**src/hdl/bamq_pkg.sv**
```systemverilog
// Package for the blockwise absmax quantiser: sizes, codes, the sequencer
// state type and the divider request type. No dependencies.
package bamq_pkg;

    localparam int BLOCK_MAX = 32;
    localparam int ADDR_W    = $clog2(BLOCK_MAX);
    localparam int CNT_W     = $clog2(BLOCK_MAX + 1);
    localparam int DVD_W     = 41;   // widest dividend: maxabs * 512 + qmax
    localparam int DVS_W     = 34;   // widest divisor: 2 * maxabs, plus a guard bit
    localparam int STEP_W    = 6;
    localparam int QMAX_W    = 7;
    localparam int SCALE_W   = 40;

    localparam logic [SCALE_W-1:0] ONE_Q24 = SCALE_W'(64'd16777216);
    localparam logic [STEP_W-1:0]  SCALE_STEPS = STEP_W'(DVD_W);
    localparam logic [STEP_W-1:0]  Q_STEPS     = STEP_W'(8);

    // Width mode codes.
    localparam logic [1:0] MODE_2B = 2'd0;
    localparam logic [1:0] MODE_4B = 2'd1;
    localparam logic [1:0] MODE_8B = 2'd2;

    // Register indexes of the configuration port.
    localparam logic REG_WIDTH_MODE = 1'b0;
    localparam logic REG_BLOCK_LEN  = 1'b1;

    typedef enum logic [2:0] {
        S_FILL,
        S_SCALE,
        S_SWAIT,
        S_RD,
        S_NUM,
        S_QDIV,
        S_QWAIT,
        S_EMIT
    } t_state;

    typedef struct packed {
        logic              start;
        logic [STEP_W-1:0] steps;
    } t_div_req;

    function automatic logic [QMAX_W-1:0] qmax_of(input logic [1:0] mode);
        logic [QMAX_W-1:0] q;
        case (mode)
            MODE_2B: q = QMAX_W'(1);
            MODE_4B: q = QMAX_W'(7);
            default: q = QMAX_W'(127);
        endcase
        return q;
    endfunction

endpackage

```
**src/hdl/bamq_store.sv**
```systemverilog
// Sample buffer of the absmax quantiser: one write port, one read port with
// registered read data. Depends on bamq_pkg.
module bamq_store
    import bamq_pkg::*;
(
    input  logic              i_clk,
    input  logic              i_wr_en,
    input  logic [ADDR_W-1:0] i_wr_addr,
    input  logic [31:0]       i_wr_data,
    input  logic [ADDR_W-1:0] i_rd_addr,
    output logic [31:0]       o_rd_data
);

    logic [31:0] r_mem [BLOCK_MAX];
    logic [31:0] r_rd_data;

    // Write port.
    always_ff @(posedge i_clk) begin
        if (i_wr_en) begin
            r_mem[i_wr_addr] <= i_wr_data;
        end
    end

    // Read port with registered read data.
    always_ff @(posedge i_clk) begin
        r_rd_data <= r_mem[i_rd_addr];
    end

    assign o_rd_data = r_rd_data;

endmodule

```
**src/hdl/bamq_div.sv**
```systemverilog
// Restoring divider, one quotient bit per cycle, for the scale and for each
// quantised value. Depends on bamq_pkg.
module bamq_div
    import bamq_pkg::*;
(
    input  logic             i_clk,
    input  logic             i_rst_n,
    input  t_div_req         i_req,
    input  logic [DVD_W-1:0] i_dividend,
    input  logic [DVS_W-1:0] i_divisor,
    output logic [DVD_W-1:0] o_quotient,
    output logic             o_done
);

    logic [DVS_W-1:0]  r_rem;
    logic [DVD_W-1:0]  r_dvd;
    logic [DVD_W-1:0]  r_quo;
    logic [DVS_W-1:0]  r_dvs;
    logic [STEP_W-1:0] r_cnt;
    logic              r_done;

    logic [DVS_W:0]    n_trial;
    logic              n_ge;

    // Trial subtraction of one step.
    always_comb begin
        n_trial = {r_rem, r_dvd[DVD_W-1]};
        n_ge    = (n_trial >= {1'b0, r_dvs});
    end

    // Control: the step counter and the completion pulse.
    always_ff @(posedge i_clk) begin
        if (!i_rst_n) begin
            r_cnt  <= '0;
            r_done <= 1'b0;
        end else if (i_req.start) begin
            r_cnt  <= i_req.steps;
            r_done <= 1'b0;
        end else if (r_cnt != '0) begin
            r_cnt  <= r_cnt - STEP_W'(1);
            r_done <= (r_cnt == STEP_W'(1));
        end else begin
            r_done <= 1'b0;
        end
    end

    // Datapath. The bits above the processed ones form the starting
    // remainder; the caller guarantees it is below the divisor.
    always_ff @(posedge i_clk) begin
        if (i_req.start) begin
            r_rem <= DVS_W'(i_dividend >> i_req.steps);
            r_dvd <= i_dividend << (STEP_W'(DVD_W) - i_req.steps);
            r_dvs <= i_divisor;
            r_quo <= '0;
        end else if (r_cnt != '0) begin
            r_rem <= n_ge ? DVS_W'(n_trial - {1'b0, r_dvs}) : DVS_W'(n_trial);
            r_dvd <= {r_dvd[DVD_W-2:0], 1'b0};
            r_quo <= {r_quo[DVD_W-2:0], n_ge};
        end
    end

    assign o_quotient = r_quo;
    assign o_done     = r_done;

endmodule

```
**src/hdl/block_absmax_quantizer_core.sv**
```systemverilog
// After a closing sample the sequencer runs the 41-step scale division, then for each sample
// reads it, forms the numerator and runs an 8-step division; an all-zero block skips both.
// Input: one sample per cycle while a block fills; the block then drains one result at a time,
// each held back by any stall on the result side, and no input is accepted meanwhile.
// Reset (i_rst_n, synchronous, active low) empties the block and sets 8-bit mode and block
// length 32. Uses bamq_pkg.
module block_absmax_quantizer_core
    import bamq_pkg::*;
(
    input  logic        i_clk,
    input  logic        i_rst_n,
    input  logic        s_axis_tvalid,
    output logic        s_axis_tready,
    input  logic [31:0] s_axis_tdata,   // [31:0] sample
    input  logic        s_axis_tlast,   // tensor_end
    output logic        m_axis_tvalid,
    input  logic        m_axis_tready,
    output logic [47:0] m_axis_tdata,   // [7:0] qvalue, [47:8] block_scale
    output logic        m_axis_tlast,   // block_end
    input  logic        i_cfg_valid,
    output logic        o_cfg_ready,
    input  logic        i_cfg_index,
    input  logic [7:0]  i_cfg_data
);

    t_state r_state, n_state;

    logic [1:0]         r_width_mode;
    logic [5:0]         r_block_len;
    logic [CNT_W-1:0]   r_fill;
    logic [31:0]        r_maxabs;
    logic [CNT_W-1:0]   r_count;
    logic [ADDR_W-1:0]  r_idx;
    logic [SCALE_W-1:0] r_scale;
    logic [DVD_W-1:0]   r_num;
    logic               r_neg;
    logic [7:0]         r_q;
    logic               r_out_valid;
    logic [7:0]         r_out_q;
    logic [SCALE_W-1:0] r_out_scale;
    logic               r_out_last;

    logic               in_acc;
    logic [31:0]        in_mag;
    logic [CNT_W-1:0]   n_fill;
    logic [CNT_W-1:0]   eff_len;
    logic               close_blk;
    logic [QMAX_W-1:0]  qmax;
    logic [31:0]        rd_data;
    logic [31:0]        rd_mag;
    logic               slot_free;
    logic               last_item;
    logic [7:0]         q_clamped;

    t_div_req           div_req;
    logic [DVD_W-1:0]   div_dividend;
    logic [DVS_W-1:0]   div_divisor;
    logic [DVD_W-1:0]   div_quo;
    logic               div_done;

    // Input side and block closing.
    assign in_acc    = s_axis_tvalid && s_axis_tready;
    assign in_mag    = s_axis_tdata[31] ? (32'd0 - s_axis_tdata) : s_axis_tdata;
    assign n_fill    = r_fill + CNT_W'(1);
    assign qmax      = qmax_of(r_width_mode);
    assign slot_free = !r_out_valid || m_axis_tready;
    assign last_item = ({1'b0, r_idx} == CNT_W'(r_count - CNT_W'(1)));
    assign rd_mag    = rd_data[31] ? (32'd0 - rd_data) : rd_data;

    always_comb begin
        if (r_block_len == 6'd0) begin
            eff_len = CNT_W'(1);
        end else if (32'(r_block_len) > 32'(BLOCK_MAX)) begin
            eff_len = CNT_W'(BLOCK_MAX);
        end else begin
            eff_len = CNT_W'(r_block_len);
        end
        close_blk = s_axis_tlast || (n_fill >= eff_len);
        q_clamped = (r_q > 8'(qmax)) ? 8'(qmax) : r_q;
    end

    // Next state and divider requests.
    always_comb begin
        n_state       = r_state;
        div_req.start = 1'b0;
        div_req.steps = Q_STEPS;
        div_dividend  = r_num;
        div_divisor   = {1'b0, r_maxabs, 1'b0};
        s_axis_tready = (r_state == S_FILL);
        case (r_state)
            S_FILL: begin
                if (in_acc && close_blk) begin
                    n_state = S_SCALE;
                end
            end
            S_SCALE: begin
                if (r_maxabs == 32'd0) begin
                    n_state = S_RD;
                end else begin
                    div_req.start = 1'b1;
                    div_req.steps = SCALE_STEPS;
                    div_dividend  = {r_maxabs, 9'd0} + DVD_W'(qmax);
                    div_divisor   = DVS_W'({qmax, 1'b0});
                    n_state       = S_SWAIT;
                end
            end
            S_SWAIT: begin
                if (div_done) begin
                    n_state = S_RD;
                end
            end
            S_RD: begin
                n_state = S_NUM;
            end
            S_NUM: begin
                n_state = S_QDIV;
            end
            S_QDIV: begin
                if (r_maxabs == 32'd0) begin
                    n_state = S_EMIT;
                end else begin
                    div_req.start = 1'b1;
                    n_state       = S_QWAIT;
                end
            end
            S_QWAIT: begin
                if (div_done) begin
                    n_state = S_EMIT;
                end
            end
            S_EMIT: begin
                if (slot_free) begin
                    n_state = last_item ? S_FILL : S_RD;
                end
            end
            default: begin
                n_state = S_FILL;
            end
        endcase
    end

    always_ff @(posedge i_clk) begin
        if (!i_rst_n) begin
            r_state <= S_FILL;
        end else begin
            r_state <= n_state;
        end
    end

    // Configuration registers, written only while idle.
    assign o_cfg_ready = (r_state == S_FILL);

    always_ff @(posedge i_clk) begin
        if (!i_rst_n) begin
            r_width_mode <= MODE_8B;
            r_block_len  <= 6'd32;
        end else if (i_cfg_valid && o_cfg_ready) begin
            case (i_cfg_index)
                REG_WIDTH_MODE: r_width_mode <= i_cfg_data[1:0];
                REG_BLOCK_LEN:  r_block_len  <= i_cfg_data[5:0];
                default:        r_block_len  <= r_block_len;
            endcase
        end
    end

    // Block control: fill count, running maximum and drain index.
    always_ff @(posedge i_clk) begin
        if (!i_rst_n) begin
            r_fill   <= '0;
            r_maxabs <= '0;
            r_count  <= '0;
            r_idx    <= '0;
        end else if (r_state == S_FILL) begin
            if (in_acc) begin
                r_fill <= n_fill;
                if (in_mag > r_maxabs) begin
                    r_maxabs <= in_mag;
                end
                r_count <= n_fill;
                r_idx   <= '0;
            end
        end else if (r_state == S_EMIT && slot_free) begin
            if (last_item) begin
                r_fill   <= '0;
                r_maxabs <= '0;
            end else begin
                r_idx <= r_idx + ADDR_W'(1);
            end
        end
    end

    // Scale, numerator and quotient registers.
    always_ff @(posedge i_clk) begin
        if (r_state == S_SCALE) begin
            r_scale <= ONE_Q24;
        end else if (r_state == S_SWAIT && div_done) begin
            r_scale <= div_quo[SCALE_W-1:0];
        end
        if (r_state == S_NUM) begin
            r_num <= {1'b0, 39'(rd_mag) * 39'(qmax), 1'b0} + DVD_W'(r_maxabs);
            r_neg <= rd_data[31];
            r_q   <= 8'd0;
        end else if (r_state == S_QWAIT && div_done) begin
            r_q <= div_quo[7:0];
        end
    end

    // Output register.
    always_ff @(posedge i_clk) begin
        if (!i_rst_n) begin
            r_out_valid <= 1'b0;
        end else if (r_state == S_EMIT && slot_free) begin
            r_out_valid <= 1'b1;
        end else if (m_axis_tready) begin
            r_out_valid <= 1'b0;
        end
    end

    always_ff @(posedge i_clk) begin
        if (r_state == S_EMIT && slot_free) begin
            r_out_q     <= r_neg ? (8'd0 - q_clamped) : q_clamped;
            r_out_scale <= r_scale;
            r_out_last  <= last_item;
        end
    end

    assign m_axis_tvalid = r_out_valid;
    assign m_axis_tdata  = {r_out_scale, r_out_q};
    assign m_axis_tlast  = r_out_last;

    bamq_store u_store (
        .i_clk     (i_clk),
        .i_wr_en   (in_acc),
        .i_wr_addr (r_fill[ADDR_W-1:0]),
        .i_wr_data (s_axis_tdata),
        .i_rd_addr (r_idx),
        .o_rd_data (rd_data)
    );

    bamq_div u_div (
        .i_clk      (i_clk),
        .i_rst_n    (i_rst_n),
        .i_req      (div_req),
        .i_dividend (div_dividend),
        .i_divisor  (div_divisor),
        .o_quotient (div_quo),
        .o_done     (div_done)
    );

    // The buffer never holds more than one block.
    a_fill_bound: assert property (@(posedge i_clk) disable iff (!i_rst_n)
        32'(r_fill) <= 32'(BLOCK_MAX))
        else $error("fill count beyond buffer depth");

    // While draining, the read index stays inside the closed block.
    a_idx_bound: assert property (@(posedge i_clk) disable iff (!i_rst_n)
        (r_state != S_FILL) |-> ({1'b0, r_idx} < r_count))
        else $error("drain index outside block");

    // A division completes only while the sequencer waits for it.
    a_div_done: assert property (@(posedge i_clk) disable iff (!i_rst_n)
        div_done |-> (r_state == S_SWAIT || r_state == S_QWAIT))
        else $error("unexpected divider completion");

    // The last result of a block returns the sequencer to filling.
    a_end_fill: assert property (@(posedge i_clk) disable iff (!i_rst_n)
        (r_state == S_EMIT && slot_free && last_item) |=> (r_state == S_FILL && r_fill == '0))
        else $error("block not emptied after last result");

endmodule
```
**config.mk**
```make
export PLATFORM = sky130hd
export DESIGN_NAME = block_absmax_quantizer_core
export DESIGN_NICKNAME = d
export VERILOG_FILES = /design/src/hdl/bamq_pkg.sv /design/src/hdl/bamq_store.sv /design/src/hdl/bamq_div.sv /design/src/hdl/block_absmax_quantizer_core.sv
export SDC_FILE = /design/constraint.sdc
export NUM_CORES = 2
export LEC_CHECK = 0
export CAP_MARGIN = 30
export CORE_MARGIN = 2
export CORE_UTILIZATION = 34
export CTS_CLUSTER_DIAMETER = 80
export DETAILED_ROUTE_END_ITERATION = 8
export DONT_BUFFER_PORTS = 1
export PLACE_DENSITY = 0.54
export SYNTH_ARGS = -nofsm -noshare
export SYNTH_HDL_FRONTEND = slang
export SYNTH_SLANG_ARGS = --single-unit
```
**constraint.sdc**
```tcl
create_clock -name i_clk -period 7.45 [get_ports i_clk]
set_input_delay 0.745 -clock i_clk [delete_from_list [all_inputs] [get_ports i_clk]]
set_output_delay 0.745 -clock i_clk [all_outputs]
set_load 0.01 [all_outputs]
```
==> out/metrics.csv <==
metric,value,unit
post-layout util,40.5,%
total die area,197000,µm²
H-tree depth,4,
global routing's busiest layer,met2,
critical path class,reg2reg,
grt ovf,0,
Post-Route WL,179000,µm
DRC,0,
Final Critical Period,7.49,ns
unrepaired setup endpoints after global routing,true,
Global Route Usage Sum,18.1,%
synth top area cells,"edfxtp_1 56%, mux4_2 11%, dfxtp_1 5.7%",
CP top delay family,adder cells,
total of max-cap violations,0,
Setup WS pre-CTS,-0.469,ns
pin count of the biggest net entering global routing,91,
# port buffers,0,
syn nets,4804,
path depth of the worst reg2reg path,29,
RR Startpoint,u_store.o_rd_data[7],
Synth Instances,4437,
Post-synth EDFFs,1222,
"CTS clk-pin slew, worst paths",0.06,ns
"commonest non-fill, non-tap cell in the layout",edfxtp_1,
chip width,444,µm
status,finished with violations,
worst stage delay on the critical path,0.58,ns
period utilisation layout,100,%
failing checks,negative setup slack,
Worst Tran Pin Value,1.06,ns
CTS root buf,clkbuf_16,
number of global-route vias before repair,38600,
placed wire-length estimate,111000,µm
Core ar.,192000,µm²
clk_lat worst skew,0.81,ns
Worst R2R Setup Slack,-0.04,ns
Final Hold Vio Count,0,
vias,38700,
synthesized area,65800,µm²
Final setup viols,3,
post-synthesis sequential area ratio,61.5,%
HP Start,s_axis_tdata[10],
wire per inst,23.9,µm
WP buf/inv,4,
CTS buffer count,152,
final setup TNS,-0.0612,ns
first-pass GRT wire length,263000,µm
PnR worst setup slack,-0.0365,ns
"commonest cells after routing, fill and taps aside","1222 x edfxtp_1, 477 x nand2_1, 403 x buf_4",
synth warn,0,
Hold Path End,u_store.r_mem[13][10],
initial core utilization,34.2,%
syn_area_per_cell,14.8,µm²
initial antenna violation count,16,
Crit-path slowest cell,fa_1,
CP startpoint kind,flip-flop,
WHS Path Cells,0,
Hold WC Path Type,in2reg,
met3 usage,2.96,%
DR pass1 iterations,6,
met1 Use GR,24.0,%
DR iter-0 viols,3404,
final net count,5217,
max-slew violations,0,
# IOs,99,
ys flop type,edfxtp_1,
Antenna Nets Post-Route,0,
vias per cell,5.15,
Syn-to-layout area delta,18.4,%
crit path max fanout,6,
Post-synth ARST share,0,%
Fmax,134,MHz
Crit path top cell by count,fa_1,
GR Util met2,30.7,%
Synth Register Bits,1410,
clk sinks,1410,
placed cell count,7146,
layout cells sized above 1,24.3,%
CP arrival,7.99,ns
worst path required time,7.95,ns
cell taking the most area after synthesis,edfxtp_1,
CTS max path bufs,3,
GPL Wtd Cong,0.906,
Worst setup EP type,flip-flop,
"Distinct cells, synth",93,
Clock Skew,0.0688,ns
relative slew slack,28.8,%
CTS tree,yes,
Reg2Reg Capture Point,r_num[34],
Row Count,161,
area share of the largest cell type after synthesis,55.8,%
die height,444,µm
Finished Layout Cells,7511,
-- final cells by class --
| class | count | area, µm² |
|---|---|---|
| clock inverter | 84 | 787 |
| multi-input combinational | 2556 | 24800 |
| clock buffer | 198 | 4030 |
| inverter | 274 | 1030 |
| tap | 2526 | 3160 |
| antenna | 7 | 17.5 |
| timing repair buffer | 456 | 3610 |
| fill | 17600 | 115000 |
| sequential | 1410 | 40500 |
-- per-layer routing --
layer	up-vias	wire length (µm)	share of wire [%]
met4	0	3970	2.2
met3	231	9340	5.2
met1	19900	77000	43
met2	931	89200	50
li1	17600	-	-
met5	-	0	0
-- registers in the layout, summed over array words and instances (netlist names), 34 cells and up --
signal / flops
r_scale: 40
r_num: 41
u_div.o_quotient: 40
u_store.r_mem: 1024
u_div.r_dvd: 41
u_div.r_rem: 34
r_out_scale: 40
-- cell usage after synthesis, drive strengths merged, types with 47 or more instances --
library cell	count
edfxtp	1222
nand2	491
mux4	320
inv	272
a21oi	238
ha	189
dfxtp	188
nor2	179
clkbuf	151
xnor2	139
fa	131
o21ai	107
a21o	68
nand3	58
xor2	55
mux2i	54
o31ai	47
-- what timing repair did --
item                                   in CTS  in global routing
pin swaps                                  61                 78
hold buffers                               44                  0
endpoints found under the hold margin     627                  0
resized for setup                          96                100
setup endpoints to repair                  15                 20
setup buffers                              16                 17
-- cell families (layout without fill, tap and decap cells) --
| family | Yosys count | after routing | synth area share, % |
|---|---|---|---|
| buf+inv | 471 | 1012 | 2.72 |
| other cells | 0 | 7 | 0 |
| mux | 408 | 408 | 12.4 |
| xor+xnor | 194 | 194 | 2.61 |
| simple gates | 963 | 963 | 6.64 |
| flops | 1410 | 1410 | 61.5 |
| fa+ha+maj | 327 | 327 | 7.69 |
| compound gates | 664 | 664 | 6.48 |
-- worst max path at each step --
stage                               from        end  slack, ns  cells after the start
floorplan           u_store.o_rd_data[4]  r_num[34]     -0.005                     30
global route        u_store.o_rd_data[5]  r_num[34]      -0.37                     29
global placement    u_store.o_rd_data[8]  r_num[38]      -0.34                     30
finish              u_store.o_rd_data[7]  r_num[34]      -0.04                     29
CTS                 u_store.o_rd_data[7]  r_num[34]     -0.008                     28
detailed placement  u_store.o_rd_data[8]  r_num[39]      -0.47                     30
-- per-stage QoR --
| step | area [µm²] | hold slack, ns |
|---|---|---|
| after floorplan | 65800 | 0.408 |
| after global placement | 71400 | 0.413 |
| after detailed placement | 71400 | 0.416 |
| after CTS | 77300 | 0.000503 |
| after global routing | 77900 | 0.00713 |
| final | 77900 | 0.0496 |
Power is not shown: default switching activity piles up to over one toggle a cycle in this logic, so the estimate is an artifact.
